==> src/hdl/nd_index_stepper_assert.svh <==
// Assertion macros for the index stepper.
// Needs clk and rst_n in scope where the macros are used.
`ifndef ND_INDEX_STEPPER_ASSERT_SVH
`define ND_INDEX_STEPPER_ASSERT_SVH

// same-cycle implication
`define NDS_ASSERT_NOW(lbl, ante, cons) \
  lbl: assert property (@(posedge clk) disable iff (!rst_n) (ante) |-> (cons)) \
    else $error("nd_index_stepper: check failed");

// next-cycle implication
`define NDS_ASSERT_NEXT(lbl, ante, cons) \
  lbl: assert property (@(posedge clk) disable iff (!rst_n) (ante) |=> (cons)) \
    else $error("nd_index_stepper: check failed");

`endif

==> src/hdl/nds_pkg.sv <==
// Shared types and constants of the index stepper.
// No dependencies.
package nds_pkg;

  localparam int unsigned MAX_DIMS  = 4;
  localparam int unsigned SIZE_W    = 16;
  localparam int unsigned STEP_IN_W = 32;
  // carries grow by at most one bit per dimension
  localparam int unsigned NUM_W     = STEP_IN_W + MAX_DIMS;
  localparam int unsigned DIM_W     = 2;
  localparam int unsigned CNT_W     = 3;
  localparam int unsigned FLAT_W    = 64;
  localparam int unsigned CHUNKS    = FLAT_W / SIZE_W;
  localparam int unsigned CH_W      = $clog2(CHUNKS);
  localparam int unsigned DCNT_W    = $clog2(NUM_W);
  localparam int unsigned RIDX_W    = 3;

  typedef enum logic [1:0] {
    K_ADVANCE = 2'd0,
    K_RECEDE  = 2'd1,
    K_REWIND  = 2'd2,
    K_JUMPEND = 2'd3
  } kind_t;

  localparam logic [RIDX_W-1:0] REG_DIM_COUNT = 3'd0;
  localparam logic [RIDX_W-1:0] REG_SIZE_0    = 3'd1;
  localparam logic [RIDX_W-1:0] REG_SIZE_1    = 3'd2;
  localparam logic [RIDX_W-1:0] REG_SIZE_2    = 3'd3;
  localparam logic [RIDX_W-1:0] REG_SIZE_3    = 3'd4;

  typedef struct packed {
    logic [1:0]           kind;
    logic [1:0]           target_dim;
    logic [STEP_IN_W-1:0] step;
  } in_item_t;

  typedef struct packed {
    logic [FLAT_W-1:0] flat_index;
    logic              at_start;
    logic              at_end;
    logic              bad_dim;
    logic [SIZE_W-1:0] offset_0;
    logic [SIZE_W-1:0] offset_1;
    logic [SIZE_W-1:0] offset_2;
    logic [SIZE_W-1:0] offset_3;
  } out_item_t;

  typedef struct packed {
    logic load;
    logic eval;
    logic div_step;
    logic apply;
    logic flat_init;
    logic flat_step;
    logic out_load;
    logic cfg_we;
  } ctl_cmd_t;

  typedef struct packed {
    logic resolve;
    logic div_last;
    logic flat_last;
    logic out_free;
  } ctl_stat_t;

  // a size of zero behaves as one
  function automatic logic [SIZE_W-1:0] extent(input logic [SIZE_W-1:0] s);
    extent = (s == '0) ? SIZE_W'(1) : s;
  endfunction

endpackage

==> src/hdl/nds_dpath.sv <==
// Datapath of the index stepper: offsets, size registers, shared divider,
// flat index accumulator and result register. Uses nds_pkg.
module nds_dpath (
  input  logic                         clk,
  input  logic                         rst_n,
  input  nds_pkg::ctl_cmd_t            cmd,
  output nds_pkg::ctl_stat_t           stat,
  input  nds_pkg::in_item_t            in_data,
  input  logic [nds_pkg::RIDX_W-1:0]   cfg_index,
  input  logic [nds_pkg::SIZE_W-1:0]   cfg_data,
  output logic                         out_valid,
  input  logic                         out_stall,
  output nds_pkg::out_item_t           out_data
);

  localparam int unsigned SW = nds_pkg::SIZE_W;
  localparam int unsigned NW = nds_pkg::NUM_W;
  localparam int unsigned FW = nds_pkg::FLAT_W;
  localparam int unsigned MD = nds_pkg::MAX_DIMS;

  logic [nds_pkg::CNT_W-1:0]  dim_cnt_r;
  logic [SW-1:0]              size_r [MD];
  logic [SW-1:0]              pos_r  [MD];
  logic [SW-1:0]              pos_nxt[MD];
  logic [1:0]                 kind_r;
  logic                       bad_r;
  logic [nds_pkg::DIM_W-1:0]  cur_d_r;
  logic [NW-1:0]              step_r;
  logic [NW-1:0]              num_r;
  logic [SW-1:0]              rem_r;
  logic [nds_pkg::DCNT_W-1:0] div_cnt_r;
  logic [FW-1:0]              flat_r;
  logic [FW-1:0]              acc_r;
  logic [nds_pkg::DIM_W-1:0]  fi_r;
  logic [nds_pkg::CH_W-1:0]   ch_r;
  logic                       out_valid_r;
  nds_pkg::out_item_t         out_r;

  logic [nds_pkg::CNT_W-1:0]  n_dims;
  logic [nds_pkg::DIM_W-1:0]  nlast;
  logic [SW-1:0]              cur_s;
  logic [SW-1:0]              pos_cur;
  logic [NW-1:0]              sum;
  logic                       adv_fits;
  logic                       rec_fits;
  logic [SW:0]                trial;
  logic                       ge;
  logic [SW-1:0]              fs;
  logic [SW-1:0]              chunk;
  logic [2*SW-1:0]            prod;
  logic [FW-1:0]              shifted;
  logic [FW-1:0]              acc_sum;
  logic                       start_f;
  logic                       end_f;
  logic [SW-1:0]              offs[MD];
  logic [nds_pkg::DIM_W-1:0]  sidx;

  always_comb begin
    if (dim_cnt_r == '0) begin
      n_dims = nds_pkg::CNT_W'(1);
    end else if (dim_cnt_r > nds_pkg::CNT_W'(MD)) begin
      n_dims = nds_pkg::CNT_W'(MD);
    end else begin
      n_dims = dim_cnt_r;
    end
  end

  assign nlast    = nds_pkg::DIM_W'(n_dims - nds_pkg::CNT_W'(1));
  assign cur_s    = nds_pkg::extent(size_r[cur_d_r]);
  assign pos_cur  = pos_r[cur_d_r];
  assign sum      = NW'(pos_cur) + step_r;
  assign adv_fits = sum < NW'(cur_s);
  assign rec_fits = step_r <= NW'(pos_cur);

  // restoring divide, one quotient bit a cycle
  assign trial = {rem_r, num_r[NW-1]};
  assign ge    = trial >= {1'b0, cur_s};

  assign fs      = nds_pkg::extent(size_r[fi_r]);
  assign chunk   = flat_r[ch_r*SW +: SW];
  assign prod    = chunk * fs;
  assign shifted = FW'(prod) << (ch_r * SW);
  assign acc_sum = ((ch_r == '0) ? FW'(pos_r[fi_r]) : acc_r) + shifted;

  assign sidx = nds_pkg::DIM_W'(cfg_index - nds_pkg::REG_SIZE_0);

  always_comb begin
    stat.resolve = bad_r
                || (kind_r == nds_pkg::K_REWIND) || (kind_r == nds_pkg::K_JUMPEND)
                || ((kind_r == nds_pkg::K_ADVANCE) && (adv_fits || cur_d_r == '0))
                || ((kind_r == nds_pkg::K_RECEDE) && (rec_fits || cur_d_r == '0));
    stat.div_last  = div_cnt_r == nds_pkg::DCNT_W'(NW - 1);
    stat.flat_last = (fi_r == nlast) && (ch_r == nds_pkg::CH_W'(nds_pkg::CHUNKS - 1));
    stat.out_free  = !out_valid_r || !out_stall;
  end

  always_comb begin
    for (int i = 0; i < MD; i++) begin
      pos_nxt[i] = pos_r[i];
    end
    if (cmd.cfg_we) begin
      case (cfg_index) inside
        nds_pkg::REG_DIM_COUNT, nds_pkg::REG_SIZE_0, nds_pkg::REG_SIZE_1,
        nds_pkg::REG_SIZE_2, nds_pkg::REG_SIZE_3: begin
          for (int i = 0; i < MD; i++) pos_nxt[i] = '0;
        end
        default: ;
      endcase
    end else if (cmd.eval && !bad_r) begin
      case (kind_r)
        nds_pkg::K_ADVANCE: begin
          if (adv_fits) begin
            pos_nxt[cur_d_r] = sum[SW-1:0];
          end else if (cur_d_r == '0) begin
            for (int i = 0; i < MD; i++) begin
              if (i < nlast) pos_nxt[i] = nds_pkg::extent(size_r[i]) - SW'(1);
              else if (i == nlast) pos_nxt[i] = nds_pkg::extent(size_r[i]);
              else pos_nxt[i] = '0;
            end
          end
        end
        nds_pkg::K_RECEDE: begin
          if (rec_fits) begin
            pos_nxt[cur_d_r] = pos_cur - step_r[SW-1:0];
          end else if (cur_d_r == '0) begin
            for (int i = 0; i < MD; i++) pos_nxt[i] = '0;
          end
        end
        nds_pkg::K_REWIND: begin
          for (int i = 0; i < MD; i++) pos_nxt[i] = '0;
        end
        default: begin
          for (int i = 0; i < MD; i++) begin
            if (i < nlast) pos_nxt[i] = nds_pkg::extent(size_r[i]) - SW'(1);
            else if (i == nlast) pos_nxt[i] = nds_pkg::extent(size_r[i]);
            else pos_nxt[i] = '0;
          end
        end
      endcase
    end else if (cmd.apply) begin
      if (kind_r == nds_pkg::K_ADVANCE) pos_nxt[cur_d_r] = rem_r;
      else if (rem_r == '0) pos_nxt[cur_d_r] = '0;
      else pos_nxt[cur_d_r] = cur_s - rem_r;
    end
  end

  always_comb begin
    start_f = 1'b1;
    end_f   = 1'b1;
    for (int i = 0; i < MD; i++) begin
      offs[i] = (i < n_dims) ? pos_r[i] : '0;
      if (i < n_dims) begin
        if (pos_r[i] != '0) start_f = 1'b0;
        if (i < nlast) begin
          if (pos_r[i] != nds_pkg::extent(size_r[i]) - SW'(1)) end_f = 1'b0;
        end else if (pos_r[i] != nds_pkg::extent(size_r[i])) begin
          end_f = 1'b0;
        end
      end
    end
  end

  always_ff @(posedge clk) begin
    if (!rst_n) begin
      dim_cnt_r   <= nds_pkg::CNT_W'(1);
      out_valid_r <= 1'b0;
      for (int i = 0; i < MD; i++) begin
        size_r[i] <= SW'(1);
        pos_r[i]  <= '0;
      end
    end else begin
      for (int i = 0; i < MD; i++) pos_r[i] <= pos_nxt[i];
      if (cmd.cfg_we) begin
        case (cfg_index) inside
          nds_pkg::REG_DIM_COUNT: dim_cnt_r <= cfg_data[nds_pkg::CNT_W-1:0];
          nds_pkg::REG_SIZE_0, nds_pkg::REG_SIZE_1, nds_pkg::REG_SIZE_2,
          nds_pkg::REG_SIZE_3: size_r[sidx] <= cfg_data;
          default: ;
        endcase
      end
      if (cmd.out_load) out_valid_r <= 1'b1;
      else if (!out_stall) out_valid_r <= 1'b0;
    end
  end

  always_ff @(posedge clk) begin
    if (cmd.load) begin
      kind_r  <= in_data.kind;
      cur_d_r <= in_data.target_dim;
      step_r  <= NW'(in_data.step);
      bad_r   <= ((in_data.kind == nds_pkg::K_ADVANCE) || (in_data.kind == nds_pkg::K_RECEDE))
              && (nds_pkg::CNT_W'(in_data.target_dim) >= n_dims);
    end
    if (cmd.eval) begin
      rem_r     <= '0;
      div_cnt_r <= '0;
      num_r     <= (kind_r == nds_pkg::K_ADVANCE) ? sum : step_r - NW'(pos_cur);
    end
    if (cmd.div_step) begin
      rem_r     <= ge ? SW'(trial - {1'b0, cur_s}) : trial[SW-1:0];
      num_r     <= {num_r[NW-2:0], ge};
      div_cnt_r <= div_cnt_r + nds_pkg::DCNT_W'(1);
    end
    if (cmd.apply) begin
      cur_d_r <= cur_d_r - nds_pkg::DIM_W'(1);
      if (kind_r == nds_pkg::K_RECEDE && rem_r != '0) step_r <= num_r + NW'(1);
      else step_r <= num_r;
    end
    if (cmd.flat_init) begin
      flat_r <= '0;
      fi_r   <= '0;
      ch_r   <= '0;
    end else if (cmd.flat_step) begin
      if (ch_r == nds_pkg::CH_W'(nds_pkg::CHUNKS - 1)) begin
        flat_r <= acc_sum;
        fi_r   <= fi_r + nds_pkg::DIM_W'(1);
        ch_r   <= '0;
      end else begin
        acc_r <= acc_sum;
        ch_r  <= ch_r + nds_pkg::CH_W'(1);
      end
    end
    if (cmd.out_load) begin
      out_r.flat_index <= flat_r;
      out_r.at_start   <= start_f;
      out_r.at_end     <= end_f;
      out_r.bad_dim    <= bad_r;
      out_r.offset_0   <= offs[0];
      out_r.offset_1   <= offs[1];
      out_r.offset_2   <= offs[2];
      out_r.offset_3   <= offs[3];
    end
  end

  assign out_valid = out_valid_r;
  assign out_data  = out_r;

endmodule

==> src/hdl/nds_ctrl.sv <==
// Controller of the index stepper: sequences evaluate, divide, carry,
// flat index and result phases. Uses nds_pkg and the assertion macros.
`include "nd_index_stepper_assert.svh"

module nds_ctrl (
  input  logic                clk,
  input  logic                rst_n,
  input  logic                in_valid,
  output logic                in_stall,
  input  logic                cfg_valid,
  output logic                cfg_ready,
  input  nds_pkg::ctl_stat_t  stat,
  output nds_pkg::ctl_cmd_t   cmd
);

  typedef enum logic [5:0] {
    ST_IDLE  = 6'b000001,
    ST_EVAL  = 6'b000010,
    ST_DIV   = 6'b000100,
    ST_APPLY = 6'b001000,
    ST_FLAT  = 6'b010000,
    ST_FIN   = 6'b100000
  } state_t;

  state_t state_r, state_nxt;

  always_comb begin
    state_nxt = state_r;
    cmd       = '0;
    in_stall  = 1'b1;
    cfg_ready = 1'b0;
    case (state_r)
      ST_IDLE: begin
        // a register beat goes first; the command beat waits for it
        in_stall   = cfg_valid;
        cfg_ready  = 1'b1;
        cmd.cfg_we = cfg_valid;
        if (in_valid && !cfg_valid) begin
          cmd.load  = 1'b1;
          state_nxt = ST_EVAL;
        end
      end
      ST_EVAL: begin
        cmd.eval = 1'b1;
        if (stat.resolve) begin
          cmd.flat_init = 1'b1;
          state_nxt     = ST_FLAT;
        end else begin
          state_nxt = ST_DIV;
        end
      end
      ST_DIV: begin
        cmd.div_step = 1'b1;
        if (stat.div_last) state_nxt = ST_APPLY;
      end
      ST_APPLY: begin
        cmd.apply = 1'b1;
        state_nxt = ST_EVAL;
      end
      ST_FLAT: begin
        cmd.flat_step = 1'b1;
        if (stat.flat_last) state_nxt = ST_FIN;
      end
      ST_FIN: begin
        if (stat.out_free) begin
          cmd.out_load = 1'b1;
          state_nxt    = ST_IDLE;
        end
      end
      default: state_nxt = ST_IDLE;
    endcase
  end

  always_ff @(posedge clk) begin
    if (!rst_n) begin
      state_r <= ST_IDLE;
    end else begin
      state_r <= state_nxt;
    end
  end

  `NDS_ASSERT_NEXT(a_accept_evals, state_r == ST_IDLE && in_valid && !cfg_valid, state_r == ST_EVAL)
  `NDS_ASSERT_NEXT(a_div_holds, state_r == ST_DIV && !stat.div_last, state_r == ST_DIV)
  `NDS_ASSERT_NEXT(a_fin_done, state_r == ST_FIN && stat.out_free, state_r == ST_IDLE)
  `NDS_ASSERT_NOW(a_cfg_idle_only, cmd.cfg_we, state_r == ST_IDLE && !cmd.eval)

endmodule

==> src/hdl/nd_index_stepper.sv <==
// Top level of the N-dimensional index stepper.
// Joins nds_ctrl and nds_dpath; uses nds_pkg.

// One command is worked at a time. Rewind, jump to end and any step that
// needs no carry go from evaluate straight to the flat index and result
// phases. Each carry into a slower dimension runs the shared restoring
// divider and an apply step, then evaluates again. The flat index is built
// with one 16x16 multiply a cycle. A new item is taken while the previous
// result still waits in the output register.
module nd_index_stepper (
  input  logic                               clk,
  input  logic                               rst_n,
  input  logic                               in_valid,
  output logic                               in_stall,
  input  nds_pkg::in_item_t                  in_data,
  output logic                               out_valid,
  input  logic                               out_stall,
  output nds_pkg::out_item_t                 out_data,
  input  logic                               cfg_valid,
  output logic                               cfg_ready,
  input  logic [nds_pkg::RIDX_W-1:0]         cfg_index,
  input  logic [nds_pkg::SIZE_W-1:0]         cfg_data
);

  nds_pkg::ctl_cmd_t  cmd;
  nds_pkg::ctl_stat_t stat;

  nds_ctrl u_ctrl (
    .clk       (clk),
    .rst_n     (rst_n),
    .in_valid  (in_valid),
    .in_stall  (in_stall),
    .cfg_valid (cfg_valid),
    .cfg_ready (cfg_ready),
    .stat      (stat),
    .cmd       (cmd)
  );

  nds_dpath u_dpath (
    .clk       (clk),
    .rst_n     (rst_n),
    .cmd       (cmd),
    .stat      (stat),
    .in_data   (in_data),
    .cfg_index (cfg_index),
    .cfg_data  (cfg_data),
    .out_valid (out_valid),
    .out_stall (out_stall),
    .out_data  (out_data)
  );

endmodule

==> config.mk <==
export PLATFORM = sky130hd
export DESIGN_NAME = nd_index_stepper
export DESIGN_NICKNAME = d
export VERILOG_FILES = /design/src/hdl/nds_pkg.sv /design/src/hdl/nds_dpath.sv /design/src/hdl/nds_ctrl.sv /design/src/hdl/nd_index_stepper.sv
export VERILOG_INCLUDE_DIRS = /design/src /design/src/hdl
export SDC_FILE = /design/constraint.sdc
export NUM_CORES = 2
export LEC_CHECK = 0
export BUFFER_PORTS_ARGS = -buffer_cell sky130_fd_sc_hd__buf_2
export CAP_MARGIN = 20
export CORE_ASPECT_RATIO = 1.75
export CORE_UTILIZATION = 59
export CTS_BUF_LIST = sky130_fd_sc_hd__clkbuf_4 sky130_fd_sc_hd__clkbuf_8
export CTS_CLUSTER_SIZE = 10
export DETAILED_ROUTE_END_ITERATION = 7
export GPL_TIMING_DRIVEN = 1
export PLACE_DENSITY = 0.9
export SLEW_MARGIN = 10
export SYNTH_ARGS = -nofsm -noshare
export SYNTH_HDL_FRONTEND = slang
export SYNTH_SLANG_ARGS = --single-unit
==> constraint.sdc <==
create_clock -name clk -period 9.9 [get_ports clk]
set_input_delay 1.485 -clock clk [delete_from_list [all_inputs] [get_ports clk]]
set_output_delay 1.485 -clock clk [all_outputs]
set_load 0.02 [all_outputs]
==> results of run 1 <==
==> cells by family after synthesis <==
kind of cell / share of synthesized area [%]
compound gates: 16.4
xor+xnor: 6.49
fa+ha+maj: 16.8
buf+inv: 6.32
flops: 29.8
mux: 5.05
simple gates: 19.2
==> metrics by stage <==
step	hold slack, ns	instances	area [um^2]	setup TNS [ns]
3_3_place_gp	0.480	6642	51500	-10.92
3_5_place_dp	0.501	6643	51500	-12.71
2_1_floorplan	0.416	5195	45900	0
4_1_cts	0.510	6812	53700	0
==> layer usage <==
metal / global-route usage, % / overflow
met1: 72.4 / 4
met3: 56.1 / 17
met2: 96.0 / 613
met5: 15.7 / 0
met4: 79.9 / 368
==> timing repair <==
action	CTS
cloned	1
pin swaps	38
hold endpoints to repair	0
resized for setup	65
endpoints found under the setup margin	47
setup buffers	18
==> metrics.md, run 1 <==
| Metric | Value |
|---|---|
| Status | stopped before the end |
| Failed at | global routing |
| Run Error | [ERROR GRT-0116] Global routing finished with congestion. Check the congestion regions in the DRC Viewer. |
| Number of synthesized register bits | about 500 |
| Synthesized Nets | 5,751 |
| Post-synth EDFFs | between 300 and 400 |
| Sequential area share after synthesis | between 20 and 30% |
| Starting density of the core | between 50% and 60% |
| Gr usage total | between 70% and 80% |
| Dpl ws | -0.771 ns |
| Detail Placement HPWL | 179 mm |
| Sink Count | 504 |
| Num ports | between 150 and 200 |
| H-Tree Depth | 3 |
| Vias in the first global route | roughly 54,000 |
| Rows | 134 |
| Top FF cell, synth | edfxtp_1 |
| Cell Area, Synth | roughly 46,000 um^2 |
| Synth top area cells | edfxtp_1, fa_1, ha_1 |
| Pin count of the biggest net entering global routing | between 70 and 80 |
| Warnings from Yosys | 0 |
| IO Port Bufs | between 150 and 200 |
| CTS Hold Bufs | 0 |
| Chip width | between 200 and 250 um |
| CTS max path bufs | 3 |
| Total CTS buffers | 80 |
| Grt total ovfl | roughly 1,000 |
| Number of library cell types mapped by synthesis | 110 |
| Avg Inst Size Synth | ~8.8 um^2 |
| Top-count cell post-synth | nand2_1 |
| Area leader, netlist | edfxtp_1 |
| Most common library cells after synthesis | nand2_1, inv_1, nor2_1 |
| First-pass GRT wire length | approximately 440 mm |
| Routability Congestion | between 1 and 1.5 |
| CTS root buffer | clkbuf_8 |
| Mapped Cells | 5,195 |
| Die Span Y | about 370 um |
| Post-synth top area share | a little under a quarter |
| Async set-reset flop share out of synthesis | 0% |
==> run 2: changes to the inputs <==
--- a/config.mk
+++ b/config.mk
@@ -8,13 +8,10 @@
 export LEC_CHECK = 0
 export BUFFER_PORTS_ARGS = -buffer_cell sky130_fd_sc_hd__buf_2
 export CAP_MARGIN = 20
-export CORE_ASPECT_RATIO = 1.75
-export CORE_UTILIZATION = 59
-export CTS_BUF_LIST = sky130_fd_sc_hd__clkbuf_4 sky130_fd_sc_hd__clkbuf_8
-export CTS_CLUSTER_SIZE = 10
+export CORE_UTILIZATION = 40
 export DETAILED_ROUTE_END_ITERATION = 7
 export GPL_TIMING_DRIVEN = 1
-export PLACE_DENSITY = 0.9
+export PLACE_DENSITY_LB_ADDON = 0.15
 export SLEW_MARGIN = 10
 export SYNTH_ARGS = -nofsm -noshare
 export SYNTH_HDL_FRONTEND = slang
==> constraint.sdc (replaced) <==
create_clock -name clk -period 12.87 [get_ports clk]
set_input_delay 1.9305 -clock clk [delete_from_list [all_inputs] [get_ports clk]]
set_output_delay 1.9305 -clock clk [all_outputs]
set_load 0.02 [all_outputs]
==> metrics.md, run 2 <==
| Metric | Value |
|---|---|
| Tmin final | approximately 12 ns |
| Final setup vio count | 0 |
| Final Hold Viols | 0 |
| Post-route ant nets | 0 |
| Layout cells sized above 1 | 11.1% |
| Max-slew violation count | 0 |
| IO Port Bufs | 193 (unchanged) |
| Die Span Y | 341 um (-8.1%) |
| Grt total ovfl | 0 |
| Routed WL | approximately 190 mm |
| Placeable Area | ~110,000 um^2 |
| R2r setup slk | between 0.7 and 0.8 ns |
| Worst setup path startpoint | u_dpath.size_r[2][6] |
| Synthesized Nets | 5,751 (unchanged) |
| Fin crit share | a little over nine tenths |
| Top-count cell post-synth | nand2_1 |
| Mapped Cells | 5,195 (unchanged) |
| Drt pass-1 iters | 8 |
| Area leader, netlist | edfxtp_1 |
| Hold WC Path Type | flop to flop |
| Warnings from Yosys | 0 (unchanged) |
| Post-synth top area share | 23.4% (unchanged) |
| Chip width | 341 um (+60%) |
| Top FF cell, synth | edfxtp_1 |
| Total CTS buffers | 60 (-25%) |
| Vias/cell | approximately 6.1 |
| Clock Pin Slew Worst Setup and Hold Paths | about 0.060 ns |
| Number of library cell types mapped by synthesis | 110 (unchanged) |
| Sequential area share after synthesis | 29.8% (unchanged) |
| CP max stage delay | between 0.8 and 0.9 ns |
| Critical path launch point type | flop |
| Sink Count | 504 (unchanged) |
| First-pass GRT wire length | 272 mm |
| Vias in the first global route | between 30,000 and 40,000 |
| Commonest cells after routing, fill and taps aside | nand2_1, inv_1, nor2_1, edfxtp_1, ha_1 |
| Metal2 WL | 71.4 mm |
| Cell Pwr Density | ~110 nW/um^2 |
| VDD IR-drop max | between 0.0001 and 0.00015 V |
| Cell Area, Synth | 45,900 um^2 (unchanged) |
| Starting DRT DRC Count | ~5,700 |
| Max reg flops | around 130 |
| Failing checks | DRC |
| Initial antenna violation count | 19 |
| CP required | 13.48 ns |
| Worst-path fanout max | 17 |
| Pin count of the biggest net entering global routing | 77 |
| Number of synthesized register bits | 504 (unchanged) |
| Critical Path AT | 12.72 ns |
| Top layer in use | met5 |
| Num ports | 194 (unchanged) |
| Later-pin clock latency in the skew report | ~0.69 ns |
| WS Path Type | flop to flop |
| FMAX | 0.0826 GHz |
| H-Tree Depth | 2 (-1) |
| Rows | 123 (-8.2%) |
| CTS max path bufs | 3 (unchanged) |
| Die footprint | 116,000 um^2 |
| Commonest non-fill, non-tap cell in the layout | nand2_1 |
| Least-Margin Pin Slew | around 1.2 ns |
| Status | finished with violations |
| R2R depth | 37 |
| Worst reg2reg path endpoint | u_dpath.flat_r[56] |
| Gr usage total | 31.8% |
| Post-CTS setup buffers | 0 (-18) |
| Avg WL per Cell | 27.8 um |
| Avg Inst Size Synth | 8.83 um^2 (unchanged) |
| CP max-delay cell | o21ai_1 |
| Routability Congestion | 1.02 (-17%) |
| TritonCTS clock tree | done |
| Most common library cells after synthesis | nand2_1, inv_1, nor2_1 |
| Met3 wire length | 23.3 mm |
| Worst setup path endpoint | u_dpath.flat_r[56] |
| RSZ-0062 raised after global routing | no |
| Slew headroom | roughly 23% |
| Residual DRC | 15 |
| Async set-reset flop share out of synthesis | 0% (unchanged) |
| Worst r2r src | u_dpath.size_r[2][6] |
| Post-layout util | 44.6% |
| Setup Skew | roughly 0.026 ns |
| Setup TNS | 0 ns |
| Starting density of the core | 40.6% (-19 points) |
| Area Growth Syn to Fin | 9.85% |
| LEAKAGE | 0.0199 uW |
| Crit end category | flop |
| Post-synth EDFFs | 358 (unchanged) |
| Routed metal-1 wirelength | around 86 mm |
| Detail Placement HPWL | 145 mm (-19%) |
| Synth top area cells | edfxtp_1, fa_1, ha_1 |
| Max cap viols | 0 |
| CTS root buffer | clkbuf_16 |
| Fin nets | around 5,800 |
| Via count | a little over 40,000 |
## run 2: cell counts after synthesis
No cell type changed its count.
## run 2: power by group
group | total, uW | internal (uW) | switching [uW]
combinational | 1690 | 546 | 1150
sequential | 2010 | 1870 | 143
clock | 1790 | 1020 | 776
## run 2: critical path, delay by kind of cell (launching register included)
kind | cells | cell delay [ns]
muxes | 2 | 0.48
buffers and inverters | 4 | 0.71
AOI/OAI and AO/OA | 14 | 4.61
and+or+nand+nor | 11 | 3.11
xor gates and xnor gates | 1 | 0.21
DFF | 1 | 0.62
adders and majority gates | 5 | 2.25
## run 2: worst min path at each step
stage | end | cells past startpoint | from | slack (ns)
CTS | u_dpath.out_data[105] | 0 | u_dpath.flat_r[38] | 0.46
global placement | u_dpath.out_data[105] | 0 | u_dpath.flat_r[38] | 0.45
global route | u_dpath.out_data[105] | 0 | u_dpath.flat_r[38] | 0.48
finish | u_dpath.out_data[105] | 0 | u_dpath.flat_r[38] | 0.46
detailed placement | u_dpath.out_data[105] | 0 | u_dpath.flat_r[38] | 0.45
floorplan | u_dpath.out_data[130] | 0 | u_dpath.flat_r[63] | 0.42
## run 2: timing repair
action / CTS / global route
hold buffers: 0 / 0
resized for setup: 0 / 1
setup endpoints to repair: 0 / 5
## run 2: metal layers
metal | global-route usage (%) | vias up
met3 | 9.10 | 382
met5 | 0.286 | -
met1 | 48.5 | 20059
met2 | 41.7 | 2412
met4 | 11.6 | 20
li1 | - | 18370
## run 2: kinds of logic (layout without fill, tap and decap cells)
kind of cell	count (synthesis)	in the layout	synth area share (%)
buffers and inverters	759	833	6.32
adder cells (fa/ha/maj)	496	496	16.8
multiplexers	142	142	5.05
other	0	7	0
AND/OR/NAND/NOR	1819	1819	19.2
XOR/XNOR	340	340	6.49
AO/OA/AOI/OAI	1135	1135	16.4
flip-flops	504	504	29.8
## run 2: final cells by class
class | count | area [um^2]
inverter | 411 | 1540
timing repair buffer | 308 | 1850
sequential | 504 | 13700
clock inverter | 40 | 442
fill | 11166 | 62700
multi-input combinational | 3932 | 29400
tap | 1500 | 1880
clock buffer | 74 | 1570
antenna | 7 | 17.5
## run 2: through the flow
| step | setup WS, ns | cell area [um^2] | hold WS [ns] | total power (uW) | instances |
|---|---|---|---|---|---|
| 6_report | 0.762 | 50400 | 0.463 | 5500 | 6776 |
| 5_1_grt | 0.212 | 50400 | 0.483 | 5700 | 6772 |
| 4_1_cts | 0.0841 | 50300 | 0.459 | 5470 | 6763 |
| 3_5_place_dp | 0.139 | 48300 | 0.448 | 3670 | 6649 |
| 3_3_place_gp | -0.0486 | 48300 | 0.448 | 3670 | 6646 |
| 2_1_floorplan | 2.77 | 45900 | 0.416 | 3090 | 5195 |
Note: power is estimated with default switching activity, not from simulation.
